**config.mk**
```make
export PLATFORM = sky130hd
export DESIGN_NAME = form_query_parser_unit
export DESIGN_NICKNAME = d
export VERILOG_FILES = /design/src/fqp_pkg.sv /design/src/fqp_step.sv /design/src/form_query_parser_unit.sv
export SDC_FILE = /design/constraint.sdc
export NUM_CORES = 1
export LEC_CHECK = 0
export ABC_AREA = 1
export BUFFER_PORTS_ARGS = -buffer_cell sky130_fd_sc_hd__clkbuf_2
export CAP_MARGIN = 20
export CORE_MARGIN = 2
export CORE_UTILIZATION = 45
export CTS_CLUSTER_SIZE = 10
export DETAILED_ROUTE_END_ITERATION = 16
export PLACE_DENSITY_LB_ADDON = 0.3
export REMOVE_ABC_BUFFERS = 1
export SYNTH_ARGS = -nofsm -noshare
export SYNTH_HDL_FRONTEND = slang
export SYNTH_SLANG_ARGS = --single-unit
```
**constraint.sdc**
```tcl
create_clock -name i_clk -period 12.7 [get_ports i_clk]
set_clock_uncertainty 0.05 [all_clocks]
set_input_delay 1.905 -clock i_clk [delete_from_list [all_inputs] [get_ports i_clk]]
set_output_delay 1.905 -clock i_clk [all_outputs]
set_load 0.05 [all_outputs]
```
**src/fqp_pkg.sv**
```systemverilog
package fqp_pkg;

    localparam int NAME_DEPTH = 32;
    localparam int NAME_CAP   = NAME_DEPTH - 1;
    localparam int IDX_W      = (NAME_DEPTH > 1) ? $clog2(NAME_DEPTH) : 1;
    localparam int LEN_W      = $clog2(NAME_DEPTH + 1);

    localparam logic [7:0] CH_PLUS        = 8'h2B;
    localparam logic [7:0] CH_SPACE       = 8'h20;
    localparam logic [7:0] CH_PCT         = 8'h25;
    localparam logic [7:0] CH_EQ          = 8'h3D;
    localparam logic [7:0] CH_AMP         = 8'h26;
    localparam logic [7:0] CH_QM          = 8'h3F;
    localparam logic [7:0] CH_BSL         = 8'h5C;
    localparam logic [7:0] CH_NUL         = 8'h00;
    localparam logic [7:0] CH_UPPER_A     = 8'h41;
    localparam logic [7:0] CH_DIGIT_0     = 8'h30;
    localparam logic [7:0] HEX_CASE_MASK  = 8'hDF;
    localparam logic [7:0] HEX_ALPHA_BASE = 8'd10;

    localparam logic [1:0] KIND_NAME  = 2'd0;
    localparam logic [1:0] KIND_VALUE = 2'd1;
    localparam logic [1:0] KIND_END   = 2'd2;

    localparam logic [1:0] ESC_NONE = 2'd0;
    localparam logic [1:0] ESC_HIGH = 2'd1;
    localparam logic [1:0] ESC_LOW  = 2'd2;

    localparam logic [1:0] VLEN_ONE = 2'd1;
    localparam logic [1:0] VLEN_TWO = 2'd2;
    localparam logic [1:0] VLEN_SAT = 2'd3;

    // Per-query parser state (the name bytes themselves live in the name memory)
    typedef struct packed {
        logic             phase;      // 0 name stage, 1 value stage
        logic [1:0]       esc_step;
        logic [3:0]       esc_high;
        logic [LEN_W-1:0] name_len;
        logic [1:0]       vlen;       // value length, saturating
        logic             held_bsl;
        logic             ovf;
        logic             ended;
        logic             last_bsl;   // last stored name byte is a backslash
    } t_state;

    // Results one request causes, in emission order:
    // name replay, held backslash, single byte, tail backslash, end marker
    typedef struct packed {
        logic [LEN_W-1:0] rep_n;
        logic [1:0]       rep_kind;
        logic             hbsl;
        logic             val;
        logic [7:0]       val_byte;
        logic [1:0]       val_kind;
        logic             tbsl;
        logic             end_mark;
        logic             trunc;
    } t_plan;

    typedef struct packed {
        logic             en;
        logic [IDX_W-1:0] addr;
        logic [7:0]       data;
    } t_wr;

    function automatic logic [7:0] hex_val(input logic [7:0] c);
        if (c >= CH_UPPER_A) begin
            return (c & HEX_CASE_MASK) - CH_UPPER_A + HEX_ALPHA_BASE;
        end else begin
            return c - CH_DIGIT_0;
        end
    endfunction

endpackage

```
**src/fqp_step.sv**
```systemverilog
module fqp_step import fqp_pkg::*; (
    input  logic       i_mode,
    input  logic [7:0] i_data_byte,
    input  logic       i_last_byte,
    input  t_state     i_state,
    output t_state     o_state,
    output t_plan      o_plan,
    output t_wr        o_wr
);

    t_state           s;
    t_plan            plan;
    t_wr              wr;
    logic [7:0]       ch;
    logic [7:0]       hv;
    logic             do_dec;
    logic             dec_valid;
    logic [7:0]       dec_byte;
    logic             act_name;
    logic             act_value;
    logic             act_end;
    logic             act_end_open;
    logic             act_clear;
    logic [7:0]       act_byte;
    logic             entry_open;
    logic             do_end;
    logic [LEN_W-1:0] rep_len;

    always_comb begin
        s            = i_state;
        plan         = '0;
        wr           = '0;
        dec_valid    = 1'b0;
        dec_byte     = CH_NUL;
        act_name     = 1'b0;
        act_value    = 1'b0;
        act_end      = 1'b0;
        act_end_open = 1'b0;
        act_clear    = 1'b0;
        act_byte     = CH_NUL;
        rep_len      = '0;

        ch = (i_data_byte == CH_PLUS) ? CH_SPACE : i_data_byte;
        hv = hex_val(ch);

        // GET decodes every live byte; POST decodes only value bytes
        if (!i_mode) begin
            do_dec = !s.ended && (i_data_byte != CH_NUL);
        end else begin
            do_dec = (i_data_byte != CH_AMP) && !s.ended && (i_data_byte != CH_NUL) && s.phase;
        end

        if (do_dec) begin
            case (s.esc_step)
                ESC_HIGH: begin
                    s.esc_high = hv[3:0];
                    s.esc_step = ESC_LOW;
                end
                ESC_LOW: begin
                    s.esc_step = ESC_NONE;
                    dec_byte   = {s.esc_high, 4'h0} + hv;
                    dec_valid  = 1'b1;
                end
                default: begin
                    if (ch == CH_PCT) begin
                        s.esc_step = ESC_HIGH;
                    end else begin
                        dec_byte  = ch;
                        dec_valid = 1'b1;
                    end
                end
            endcase
        end

        if (!i_mode) begin
            if (!s.ended) begin
                if (i_data_byte == CH_NUL || (dec_valid && dec_byte == CH_NUL)) begin
                    act_end_open = 1'b1;
                    s.ended      = 1'b1;
                end else if (dec_valid) begin
                    if (!s.phase) begin
                        if (dec_byte == CH_EQ) begin
                            s.phase = 1'b1;
                        end else if (dec_byte == CH_AMP || dec_byte == CH_QM) begin
                            act_end = 1'b1;
                        end else begin
                            act_name = 1'b1;
                            act_byte = dec_byte;
                        end
                    end else begin
                        if (dec_byte == CH_AMP) begin
                            act_end = 1'b1;
                        end else begin
                            act_value = 1'b1;
                            act_byte  = dec_byte;
                        end
                    end
                end
            end
        end else begin
            if (i_data_byte == CH_AMP) begin
                act_end   = !s.ended;
                act_clear = 1'b1;
                s.ended   = 1'b0;
            end else if (!s.ended) begin
                if (i_data_byte == CH_NUL) begin
                    act_end = 1'b1;
                    s.ended = 1'b1;
                end else if (!s.phase) begin
                    if (i_data_byte == CH_EQ) begin
                        s.phase = 1'b1;
                    end else begin
                        act_name = 1'b1;
                        act_byte = i_data_byte;
                    end
                end else if (dec_valid) begin
                    if (dec_byte == CH_NUL) begin
                        act_end = 1'b1;
                        s.ended = 1'b1;
                    end else begin
                        act_value = 1'b1;
                        act_byte  = dec_byte;
                    end
                end
            end
        end

        // Store a name byte; POST also passes it straight out
        if (act_name) begin
            if (s.name_len < LEN_W'(NAME_CAP)) begin
                wr.en      = 1'b1;
                wr.addr    = s.name_len[IDX_W-1:0];
                wr.data    = act_byte;
                s.name_len = s.name_len + LEN_W'(1);
                s.last_bsl = (act_byte == CH_BSL);
                if (i_mode) begin
                    plan.val      = 1'b1;
                    plan.val_byte = act_byte;
                    plan.val_kind = KIND_NAME;
                end
            end else begin
                s.ovf = 1'b1;
            end
        end

        // First GET value byte releases the buffered name
        if (act_value) begin
            if (!i_mode && s.vlen == '0) begin
                plan.rep_n    = s.name_len;
                plan.rep_kind = KIND_NAME;
            end
            if (s.held_bsl) begin
                plan.hbsl  = 1'b1;
                s.held_bsl = 1'b0;
            end
            if (act_byte == CH_BSL) begin
                s.held_bsl = 1'b1;
            end else begin
                plan.val      = 1'b1;
                plan.val_byte = act_byte;
                plan.val_kind = KIND_VALUE;
            end
            if (s.vlen != VLEN_SAT) begin
                s.vlen = s.vlen + VLEN_ONE;
            end
        end

        entry_open = s.phase || (s.name_len != '0) || s.ovf;
        do_end     = act_end || (act_end_open && entry_open)
                     || (i_last_byte && !s.ended && entry_open);

        if (do_end) begin
            if (s.vlen == '0) begin
                if (!i_mode) begin
                    // Empty value: name text is the value, trailing backslash cut if 2+ bytes
                    rep_len = s.name_len;
                    if (rep_len >= LEN_W'(2) && s.last_bsl) begin
                        rep_len = rep_len - LEN_W'(1);
                    end
                    plan.rep_n    = rep_len;
                    plan.rep_kind = KIND_VALUE;
                end
            end else if (s.held_bsl && s.vlen < VLEN_TWO) begin
                plan.tbsl = 1'b1;
            end
            plan.end_mark = 1'b1;
            plan.trunc    = s.ovf;
        end

        if (do_end || act_end_open || act_clear || i_last_byte) begin
            s.phase    = 1'b0;
            s.esc_step = ESC_NONE;
            s.esc_high = '0;
            s.name_len = '0;
            s.vlen     = '0;
            s.held_bsl = 1'b0;
            s.ovf      = 1'b0;
        end

        if (i_last_byte) begin
            s.ended = 1'b0;
        end
    end

    assign o_state = s;
    assign o_plan  = plan;
    assign o_wr    = wr;

endmodule

```
**src/form_query_parser_unit.sv**
```systemverilog
// Form-urlencoded query parser. Raw query bytes enter on the request channel
// (i_in_valid / o_in_stall), one per request, with i_last_byte on the final byte;
// decoded name bytes, value bytes and end-of-entry markers leave on the result
// channel (o_out_valid / i_out_stall), with o_last_result on the final result of
// each request. i_cfg_method_mode selects GET (0) or POST (1) handling and may be
// written only while the block is idle. A request causes 0 to NAME_DEPTH+1
// results. While the result channel does not stall, a request with at most one
// result flows at one per cycle; a request with more results, such as a name
// replay, which reads the name memory one entry per cycle, holds the next request
// off until the last result of the current one has been issued. Results then
// pass a one-entry read stage and an output register, so the result channel
// may stall without losing data. The name memory needs no clearing after reset.
module form_query_parser_unit import fqp_pkg::*; (
    input  logic       i_clk,
    input  logic       i_rst_n,

    input  logic       i_cfg_valid,
    output logic       o_cfg_ready,
    input  logic       i_cfg_method_mode,

    input  logic       i_in_valid,
    output logic       o_in_stall,
    input  logic [7:0] i_data_byte,
    input  logic       i_last_byte,

    output logic       o_out_valid,
    input  logic       i_out_stall,
    output logic [7:0] o_out_byte,
    output logic [1:0] o_out_kind,
    output logic       o_name_truncated,
    output logic       o_last_result
);

    // Configuration and parser state
    logic             r_mode;
    t_state           r_state;
    t_state           n_state;
    t_plan            step_plan;
    t_wr              step_wr;

    // Name memory: at most one write per request, one replay read per cycle while the read stage is free
    logic [7:0]       r_name_mem [NAME_DEPTH];
    logic [7:0]       r_rd_data;

    // Result sequencer
    t_plan            r_plan;
    t_plan            n_plan;
    logic [IDX_W-1:0] r_rep_idx;
    logic [IDX_W-1:0] n_rep_idx;
    logic             busy;
    logic             gen_go;
    logic             e_mem;
    logic [7:0]       e_byte;
    logic [1:0]       e_kind;
    logic             e_trunc;
    logic             e_last;

    // Read stage and output register
    logic             r_s1_valid;
    logic             r_s1_mem;
    logic [7:0]       r_s1_byte;
    logic [1:0]       r_s1_kind;
    logic             r_s1_trunc;
    logic             r_s1_last;
    logic             s1_move;
    logic             s1_free;
    logic             out_taken;
    logic             r_out_valid;
    logic [7:0]       r_out_byte;
    logic [1:0]       r_out_kind;
    logic             r_out_trunc;
    logic             r_out_last;

    logic             in_acc;

    fqp_step u_step (
        .i_mode      (r_mode),
        .i_data_byte (i_data_byte),
        .i_last_byte (i_last_byte),
        .i_state     (r_state),
        .o_state     (n_state),
        .o_plan      (step_plan),
        .o_wr        (step_wr)
    );

    // Accept a new request once the current one issues its final result
    assign out_taken  = r_out_valid && !i_out_stall;
    assign s1_move    = r_s1_valid && (!r_out_valid || !i_out_stall);
    assign s1_free    = !r_s1_valid || s1_move;
    assign busy       = (r_plan.rep_n != '0) || r_plan.hbsl || r_plan.val
                        || r_plan.tbsl || r_plan.end_mark;
    assign gen_go     = busy && s1_free;
    assign o_in_stall = busy && !(gen_go && e_last);
    assign in_acc     = i_in_valid && !o_in_stall;
    assign o_cfg_ready = 1'b1;

    always_ff @(posedge i_clk) begin
        if (!i_rst_n) begin
            r_mode <= 1'b0;
        end else if (i_cfg_valid && o_cfg_ready) begin
            r_mode <= i_cfg_method_mode;
        end
    end

    always_ff @(posedge i_clk) begin
        if (!i_rst_n) begin
            r_state <= '0;
        end else if (in_acc) begin
            r_state <= n_state;
        end
    end

    // Pick the next pending result, in order: replay, held backslash, byte,
    // tail backslash, end marker
    always_comb begin
        n_plan    = r_plan;
        n_rep_idx = r_rep_idx;
        e_mem     = 1'b0;
        e_byte    = CH_NUL;
        e_kind    = KIND_END;
        e_trunc   = 1'b0;
        e_last    = 1'b0;
        if (r_plan.rep_n != '0) begin
            e_mem        = 1'b1;
            e_kind       = r_plan.rep_kind;
            e_last       = (r_plan.rep_n == LEN_W'(1))
                           && !(r_plan.hbsl || r_plan.val || r_plan.tbsl || r_plan.end_mark);
            n_plan.rep_n = r_plan.rep_n - LEN_W'(1);
            n_rep_idx    = r_rep_idx + IDX_W'(1);
        end else if (r_plan.hbsl) begin
            e_byte      = CH_BSL;
            e_kind      = KIND_VALUE;
            e_last      = !(r_plan.val || r_plan.tbsl || r_plan.end_mark);
            n_plan.hbsl = 1'b0;
        end else if (r_plan.val) begin
            e_byte     = r_plan.val_byte;
            e_kind     = r_plan.val_kind;
            e_last     = !(r_plan.tbsl || r_plan.end_mark);
            n_plan.val = 1'b0;
        end else if (r_plan.tbsl) begin
            e_byte      = CH_BSL;
            e_kind      = KIND_VALUE;
            e_last      = !r_plan.end_mark;
            n_plan.tbsl = 1'b0;
        end else if (r_plan.end_mark) begin
            e_kind          = KIND_END;
            e_trunc         = r_plan.trunc;
            e_last          = 1'b1;
            n_plan.end_mark = 1'b0;
        end
    end

    always_ff @(posedge i_clk) begin
        if (!i_rst_n) begin
            r_plan    <= '0;
            r_rep_idx <= '0;
        end else if (in_acc) begin
            r_plan    <= step_plan;
            r_rep_idx <= '0;
        end else if (gen_go) begin
            r_plan    <= n_plan;
            r_rep_idx <= n_rep_idx;
        end
    end

    // Write the new name byte on accept; read-before-write covers a replay
    // finishing on the same edge
    always_ff @(posedge i_clk) begin
        if (in_acc && step_wr.en) begin
            r_name_mem[step_wr.addr] <= step_wr.data;
        end
        if (gen_go && e_mem) begin
            r_rd_data <= r_name_mem[r_rep_idx];
        end
    end

    always_ff @(posedge i_clk) begin
        if (!i_rst_n) begin
            r_s1_valid <= 1'b0;
        end else if (gen_go) begin
            r_s1_valid <= 1'b1;
        end else if (s1_move) begin
            r_s1_valid <= 1'b0;
        end
    end

    always_ff @(posedge i_clk) begin
        if (gen_go) begin
            r_s1_mem   <= e_mem;
            r_s1_byte  <= e_byte;
            r_s1_kind  <= e_kind;
            r_s1_trunc <= e_trunc;
            r_s1_last  <= e_last;
        end
    end

    // Output register: hold while stalled, advance from the read stage
    always_ff @(posedge i_clk) begin
        if (!i_rst_n) begin
            r_out_valid <= 1'b0;
        end else if (s1_move) begin
            r_out_valid <= 1'b1;
        end else if (out_taken) begin
            r_out_valid <= 1'b0;
        end
    end

    always_ff @(posedge i_clk) begin
        if (s1_move) begin
            r_out_byte  <= r_s1_mem ? r_rd_data : r_s1_byte;
            r_out_kind  <= r_s1_kind;
            r_out_trunc <= r_s1_trunc;
            r_out_last  <= r_s1_last;
        end
    end

    assign o_out_valid      = r_out_valid;
    assign o_out_byte       = r_out_byte;
    assign o_out_kind       = r_out_kind;
    assign o_name_truncated = r_out_trunc;
    assign o_last_result    = r_out_last;

endmodule
```
* Yosys cells after proc, flatten, opt, wreduce, memory -nomap -nowiden
Memories as Yosys holds them, arrays and structs flattened. A register that Yosys moved wholly into a read port is not among the register bits. Cells that the tools add are included.
Storage, ports and cells: flip-flop bits (word level) 75, RAM bits 256, input port bits 15, output and inout bits 15, memories kept 1
Memories:
- r_name_mem | depth 32, bits a word 8, rd ports 1, clocked after memory_dff 1, wr ports 1, line form_query_parser_unit.sv:42 | logic [7:0] r_name_mem [NAME_DEPTH];
Operators by class: $add $sub $neg 9, order comparisons 4, equal/unequal tests 17, mux-type cells 142, bitwise gates (word level) 2, reduce and logical (&&, ||, !) cells 78
Operators with widths (number):
- $mux W8 | 25
- $mux W1 | 84
- $eq A8 B6 Y1 const B | 7
- $mux W23 | 2
- $mux W11 | 4
- $mux W6 | 5
- $mux W14 | 2
- $logic_or A1 B1 Y1 | 21
- $logic_and A1 B1 Y1 | 20
- $mux W2 | 10
- $mux W20 | 1
- $mux W17 | 1
- $logic_not A8 Y1 | 2
- $pmux W8 S2 | 1
- $mux W7 | 2
- $logic_not A1 Y1 | 12
- $reduce_bool A2 Y1 | 6
- $reduce_bool A6 Y1 | 2
- $sub A6 B1 Y6 const B | 2
- $reduce_and A3 Y1 | 3
- $add A8 B4 Y8 const B | 1
- $add A8 B8 Y8 | 1
- $eq A8 B7 Y1 const B | 1
- $ge A8 B7 Y1 const B | 1
- 27 further kinds | 36

* Logic depth before layout (Yosys ltp)
Gate-level depths: netlist (run 1).
word-level depth 29, depth in mapped cells 45, depth with buffers taken out 44

* By module
Synthesis (run 1) repeated with hierarchy kept, for this count alone.
Unflattened totals: cell total of the unflattened synthesis 1638, area, all modules 16240.6 sq um
By module, submodules not included:
- form_query_parser_unit | times used 1, cells each 1153, area an instance 13601.8 sq um, seq. area each 9679.3 sq um
- fqp_step | times used 1, cells each 485, area an instance 2638.8 sq um, seq. area each 0.0 sq um

* Worst setup path before layout (run 1)
Ideal clock, no wire load.
kind input to register, from in i_data_byte[7], to reg r_state[12] (netlist bit), data arrival time 6.312 ns, data required time 12.578 ns, path slack 6.266 ns, stages on the path 42, buffers on the path 1, cell sequence inv_1 -> ha_1 -> nand2_1 -> nor2_2 -> nand2_4 -> nand2_4 -> nand3_1 -> nand2_1 -> inv_2 -> nand2_4 -> nand2_1 -> xor2_1 -> inv_1 -> ha_1 -> inv_1 -> fa_1 -> inv_1 -> a21oi_1 -> [6 not listed] -> nand2_2 -> nand3_1 -> nor2_1 -> nand2_2 -> nand2_2 -> buf_6 -> a21oi_2 -> ha_1 -> nand4_1 -> nor2_2 -> nand3_2 -> nand2_2 -> nand3_4 -> clkinv_2 -> o21ai_2 -> nand2_2 -> nand2_1 -> a21oi_1
On the way: cells in the longest elaborated chain, start to end 29, elaborated cells on any way between the ends 98
Ends and longest elaborated chain:
- start: declaration | line form_query_parser_unit.sv:23 | input logic [7:0] i_data_byte,
- $eq A8 B6 Y1 | line fqp_step.sv:43 | ch = (i_data_byte == CH_PLUS) ? CH_SPACE : i_data_byte;
- $mux W8 | line fqp_step.sv:43
- $sub A8 B7 Y8 | line fqp_pkg.sv:68 | return (c & HEX_CASE_MASK) - CH_UPPER_A + HEX_ALPHA_BASE;
- $add A8 B4 Y8 | line fqp_pkg.sv:68
- $mux W8 | line fqp_pkg.sv:67 | if (c >= CH_UPPER_A) begin
- $add A8 B8 Y8 | line fqp_step.sv:61 | dec_byte = {s.esc_high, 4'h0} + hv;
- $pmux W8 S2 | line fqp_step.sv:54 | case (s.esc_step)
- $mux W8 | line fqp_step.sv:53 | if (do_dec) begin
- [10 not listed]
- $reduce_bool A6 Y1 | line fqp_step.sv:168 | entry_open = s.phase || (s.name_len != '0) || s.ovf;
- $logic_or A1 B1 Y1 (2 in a row) | line fqp_step.sv:168
- $logic_and A1 B1 Y1 | line fqp_step.sv:169 | do_end = act_end || (act_end_open && entry_open)
- $logic_or A1 B1 Y1 | line fqp_step.sv:169
- $logic_or A1 B1 Y1 | line fqp_step.sv:170 | || (i_last_byte && !s.ended && entry_open);
- $logic_or A1 B1 Y1 (3 in a row) | line fqp_step.sv:190 | if (do_end || act_end_open || act_clear || i_last_byte) begin
- $reduce_bool A2 Y1 (no source line)
- $reduce_and A3 Y1 (no source line)
- end signal: assignment | line form_query_parser_unit.sv:109 | r_state <= n_state;
- end: declaration | line form_query_parser_unit.sv:36 | t_state r_state;
Parallel ways exist; a longest one is shown, timed or not. The select of a mux whose other input is x is not followed. A chain may end at the register's enable or synchronous reset.

* Final worst setup path (run 1)
from in i_data_byte[4], to mem r_name_mem[25][0] (enable)
On the way: cells in the longest elaborated chain, start to end 21, elaborated cells on any way between the ends 48
Ends and longest elaborated chain:
- $eq A8 B6 Y1 | line fqp_step.sv:43
- $mux W8 | line fqp_step.sv:43
- $sub A8 B7 Y8 | line fqp_pkg.sv:68
- $add A8 B4 Y8 | line fqp_pkg.sv:68
- $mux W8 | line fqp_pkg.sv:67
- $add A8 B8 Y8 | line fqp_step.sv:61
- $pmux W8 S2 | line fqp_step.sv:54
- $mux W8 | line fqp_step.sv:53
- [5 not listed]
- $mux W1 | line fqp_step.sv:80 | end else if (dec_valid) begin
- $mux W1 | line fqp_step.sv:77 | if (i_data_byte == CH_NUL || (dec_valid && dec_byte == CH_NUL)) begin
- $mux W1 | line fqp_step.sv:76 | if (!s.ended) begin
- $mux W1 (*) | line fqp_step.sv:75 | if (!i_mode) begin
- $mux W14 (*) | line fqp_step.sv:129 | if (act_name) begin
- $logic_and A1 B1 Y1 | line form_query_parser_unit.sv:169 | if (in_acc && step_wr.en) begin
- $mux W1 | line form_query_parser_unit.sv:169
- $mux W1 (not written as such) | line form_query_parser_unit.sv:170 | r_name_mem[step_wr.addr] <= step_wr.data;
- end: declaration | line form_query_parser_unit.sv:42
Mark *: on every way between the ends. The rest lies on a longest branch, timed or not.

==> results.toml, run 1 <==
[outcome]
status = "completed"

[setup_path]
start_kind = "primary input"
cp_top_family = "simple AND/OR/NAND/NOR gates"
crit_buf_inv = 6
required_ns = 12.80
slowest_stage = "nor2_1"
timing.critical_path.arrival_ns = 7.53
worstSetupPathType = "primary input to register"
path_max_fanout = 15
max_stage_delay_ns = 0.78
crit_path_end_kind = "register"

[clock_tree]
clock_latency_ns = 0.54
clockRootBuffer = "clkbuf_16"
numCtsBuffers = 40
htreeDepth = 2
ctsLongestPathBuffers = 3
post_cts_buffers = 0
clkTransAtPathRegs_ns = 0.05
ctsResizeCount = 0
cts_tree = "done"
cts_sinks = 337
cts_hold_buf = 0

[logic_synthesis]
netlist.area_leader.share = 0.558
syn_avg_cell_area_um2 = 10.2
ys.flop_type = "edfxtp_1"
async_flop_share = 0
ys_ff_latch = 337
yosysUniqueCellTypes = 54
netlist_area_um2 = 15500
ys_top_cells_by_area = "edfxtp_1, dfxtp_1, nor2_1, o21ai_0, nand2_1"
ys_seq_area_frac = 0.620
yosysMostFrequentCell = "edfxtp_1"
synth_common_cells = "edfxtp_1, nor2_1, nand2_1, o21ai_0, inv_1"
synthCells = 1527
yosys_warnings = 0
yosys.area.top_type = "edfxtp_1"
synth-edff-count = 289

[global_routing]
grt_usage = 0.226
grt_antenna_before_repair = 0
grt_pass1_wl_mm = 62.1
grt-ovfl-total = 0
grt_max_degree = 96
first_global_vias = 10900

[drt]
wl_per_cell_um = 20.1
vias_per_cell = 5.62
wl_met3_mm = 2.70
antenna_left = 0
drc = 0
vias = 11300
drt_iter0_markers = 1295
wirelength_mm = 40.3
dr.pass1.iters = 5
highest_layer = "met4"
wl_met2_mm = 18.8
wl_met1_mm = 17.6

[placed_design]
pre_cts_ws_ns = 4.80
finalWeightedCongestion = 0.891
portBuffers = 28
dp_hpwl_mm = 26.6
placed_cells = 1952

[die]
start_util = 0.453
rows = 68
die_area_um2 = 36100
die_y_um = 190
io_pins = 30
fp.dieW_um = 190
core_um2 = 34300

[timing]
post-route-min-period_ns = 7.43
finalSetupTns_ns = 0
grt_setup_unrepaired = "false"
worstMarginPinSlew_ns = 1.13
max_freq_ghz = 0.135
slew_viol_final = 0
slew_headroom = 0.244
hold_viol_final = 0
setup_viol = 0
period_share = 0.585
final.setup.worst_slack_ns = 5.27

[cells_and_area]
layout-area-overhead-vs-synth_pct = 11.1
fin_util = 0.504
drive_above_1_share = 0.0984
insertedDiodeCount = 0
final.fill_count = 3067
final_nets = 1583
instances_no_fill = 2010
multi_input_area_um2 = 5180
seqCellArea_um2 = 9640

[pwr]
total_leakage_power_nw = 6.24
netSwitchingPower_w = 0.00128
switching_share = 0.360
combPwrFrac = 0.306
p_int_w = 0.00227
pwr-share-seq = 0.408
power_w = 0.00355
vdd_drop_max_mv = 0.113
clkPwrFrac = 0.286
pwr_density_cell_nw_per_um2 = 206

[worst_hold_path]
holdCritPathClass = "register to register"

[job]
maxCapViolations = 0
==> cell families after synthesis <==
kind of cell,after synthesis,synth area share
mux,8,0.00580
simple gates,599,0.167
other cells,1,0.000241
compound gates,337,0.127
xor+xnor,11,0.00620
fa+ha+maj,28,0.0230
flops,337,0.620
buf+inv,206,0.0508
==> through the flow <==
stage	instance area [µm²]	hold WS (ns)
6_report	17300	0.367
3_5_place_dp	16100	0.356
3_3_place_gp	16100	0.362
2_1_floorplan	15300	0.350
4_1_cts	17300	0.369
5_1_grt	17300	0.386
==> cell type report <==
class / count / share of cell area
Sequential cell: 337 / 0.558
Clock buffer: 53 / 0.0644
Multi-Input combinational cell: 984 / 0.300
Inverter: 142 / 0.0312
Clock inverter: 4 / 0.00181
Timing Repair Buffer: 35 / 0.0114
Tap cell: 455 / 0.0330
==> power groups by stage <==
stage,clock [W],sequential (W),combinational (W)
floorplan,0,0.00155,0.000607
global placement,0,0.00147,0.00106
detailed placement,0,0.00147,0.00108
CTS,0.00103,0.00145,0.00108
global route,0.00108,0.00146,0.00119
finish,0.00102,0.00145,0.00109
==> routing by layer <==
layer | vias up | track usage
li1 | 5380 | -
met1 | 5405 | 0.313
met2 | 422 | 0.363
met4 | 0 | 0.0823
met3 | 86 | 0.0312
met5 | - | 0
==> state kept, by name, summed over array words and instances (netlist names), 5 cells and up <==
signal      flops
n_plan         11
r_plan         10
r_state        19
r_rd_data       8
r_s1_byte       8
o_out_byte      8
r_rep_idx       5
r_name_mem    256
==> final timing paths <==
check	slack, ns	cells after the start	endpoint	start
max	5.27	33	r_name_mem[25][0]	i_data_byte[4]
min	0.37	0	o_last_result	r_s1_last
max reg2reg	7.53	18	r_name_mem[25][0]	r_mode
min reg2reg	0.37	0	o_last_result	r_s1_last
==> cell usage in the layout, fill, tap and decap left out, types with 14 or more instances in the layout <==
| master | synthesis | final |
|---|---|---|
| nand3_1 | 77 | 77 |
| o21ai_0 | 167 | 167 |
| dfxtp_1 | 48 | 46 |
| o221ai_1 | 28 | 28 |
| inv_1 | 128 | 127 |
| o211ai_1 | 14 | 14 |
| o22ai_1 | 52 | 52 |
| clkbuf_16 | 0 | 42 |
| nor2_1 | 253 | 245 |
| a21oi_1 | 46 | 46 |
| ha_1 | 27 | 27 |
| edfxtp_1 | 289 | 289 |
| clkbuf_2 | 0 | 28 |
| nand2_1 | 202 | 202 |
| nand4_1 | 16 | 16 |
No activity file was read; power rests on OpenSTA's default activity.
==> run 2: changes to the inputs <==
- clock period: 12.7 -> 7.1 ns (I/O delays scaled with it)
==> results.toml, run 2 (synthesis gave the netlist of run 1 again) <==
[outcome]
status = "completed"

[setup_path]
crit_path_end_kind = "register"
start_kind = "primary input"
regToRegStartpoint = "r_mode"
slowest_stage = "nor2_1"
cp_common_cell = "nor2_1"
required_ns = 7.21
timing.critical_path.arrival_ns = 6.31
max_stage_delay_ns = 0.81
critical_path_depth = 32
reg2reg_setup_slack_ns = 2.32
worstSetupPathType = "primary input to register"
r2r_end = "r_name_mem[9][0]"
path_max_fanout = 12
ff2ff_path_depth = 18
crit_buf_inv = 6
cp_top_family = "simple AND/OR/NAND/NOR gates"

[die]
die_y_um = 190
die_area_um2 = 36100
io_pins = 30
core_um2 = 34300
fp.dieW_um = 190
start_util = 0.453
rows = 68

[cells_and_area]
mostFrequentLayoutCells = "edfxtp_1, nor2_1, nand2_1"
final_nets = 1626
layout_commonest_cell = "edfxtp_1"
layout-area-overhead-vs-synth_pct = 12.8
drive_above_1_share = 0.121
largest_register = "r_name_mem"
largest_reg_flops = 256
insertedDiodeCount = 0

[global_routing]
grt_max_degree = 99
grt-ovfl-total = 0
first_global_vias = 10800
grt_antenna_before_repair = 0
grt_usage = 0.224
grt_pass1_wl_mm = 62.1

[pwr]
vdd_drop_max_mv = 0.239
pwr_density_cell_nw_per_um2 = 362
power_w = 0.00634
total_leakage_power_nw = 6.44

[worst_hold_path]
hold_start = "r_s1_trunc"
whs_path_depth = 0
min_to = "o_name_truncated"
holdCritPathClass = "register to register"

[clock_tree]
post_cts_buffers = 0
cts_hold_buf = 0
numCtsBuffers = 40
clock_latency_ns = 0.53
cts_sinks = 337
ctsResizeCount = 0
clockRootBuffer = "clkbuf_16"
cts_tree = "done"
htreeDepth = 2
ctsLongestPathBuffers = 3
clkTransAtPathRegs_ns = 0.05

[timing]
max_freq_ghz = 0.161
final.setup.worst_slack_ns = 0.895
setup_viol = 0
grt_setup_unrepaired = "false"
post-route-min-period_ns = 6.20
slew_headroom = 0.344
hold_viol_final = 0
slew_viol_final = 0
finalSetupTns_ns = 0
fin_hold_ws_ns = 0.368
worstMarginPinSlew_ns = 0.982
period_share = 0.874

[placed_design]
pre_cts_ws_ns = 0.406
portBuffers = 28
dp_hpwl_mm = 26.4
finalWeightedCongestion = 0.922

[drt]
drc = 0
dr.pass1.iters = 6
wl_per_cell_um = 19.6
wirelength_mm = 40.3
vias = 11600
antenna_left = 0
drt_iter0_markers = 1198
vias_per_cell = 5.62

[job]
maxCapViolations = 0
-- run 2: report_power, final --
part	switching, W	internal [W]	total (W)
Combinational	0.00146	0.000503	0.00196
Sequential	0.0000799	0.00250	0.00258
Clock	0.000727	0.00107	0.00180
-- run 2: final cells by class --
class | instances | area [µm²]
clock inverter | 3 | 30.0
inverter | 142 | 538
sequential | 337 | 9640
fill | 3036 | 16700
tap | 455 | 569
multi-input combinational | 984 | 5140
clock buffer | 56 | 1100
timing repair buffer | 78 | 515
-- run 2: per-stage QoR --
stage	std cells	util	area [µm²]
3_5_place_dp	1995	0.478	16400
2_1_floorplan	1463	-	15300
3_3_place_gp	1995	0.478	16400
4_1_cts	2054	0.511	17500
6_report	2055	0.511	17500
5_1_grt	2055	0.511	17500
-- run 2: worst max path at each step --
stage,end,startpoint,slack [ns]
floorplan,r_state[12],i_data_byte[7],1.49
global route,r_name_mem[9][4],i_data_byte[4],0.36
finish,r_name_mem[9][0],i_data_byte[7],0.90
detailed placement,r_name_mem[9][0],i_data_byte[7],0.41
global placement,r_name_mem[9][0],i_data_byte[7],0.58
CTS,r_name_mem[9][0],i_data_byte[7],0.95
-- run 2: layer usage --
| metal | track usage | wire length [µm] |
|---|---|---|
| met5 | 0 | 0 |
| met4 | 0.0787 | 1260 |
| met3 | 0.0325 | 2640 |
| met2 | 0.364 | 18800 |
| met1 | 0.309 | 17500 |
-- run 2: worst reg2reg max path: stages, from the launching register on --
cell and delay (ns):
dfxtp_1 0.69, inv_1 0.39, nand3_1 0.24, nand2_2 0.14, nand2_1 0.13, a21oi_1 0.05
nand2_1 0.18, inv_2 0.05, nand2_1 0.08, nor2_1 0.05, nand3_1 0.14, inv_1 0.06
nor2_1 0.12, nand2_2 0.08, nand2_2 0.24, nand2_2 0.09, nor2_1 0.21, nand4_1 0.60
nor2_1 0.81
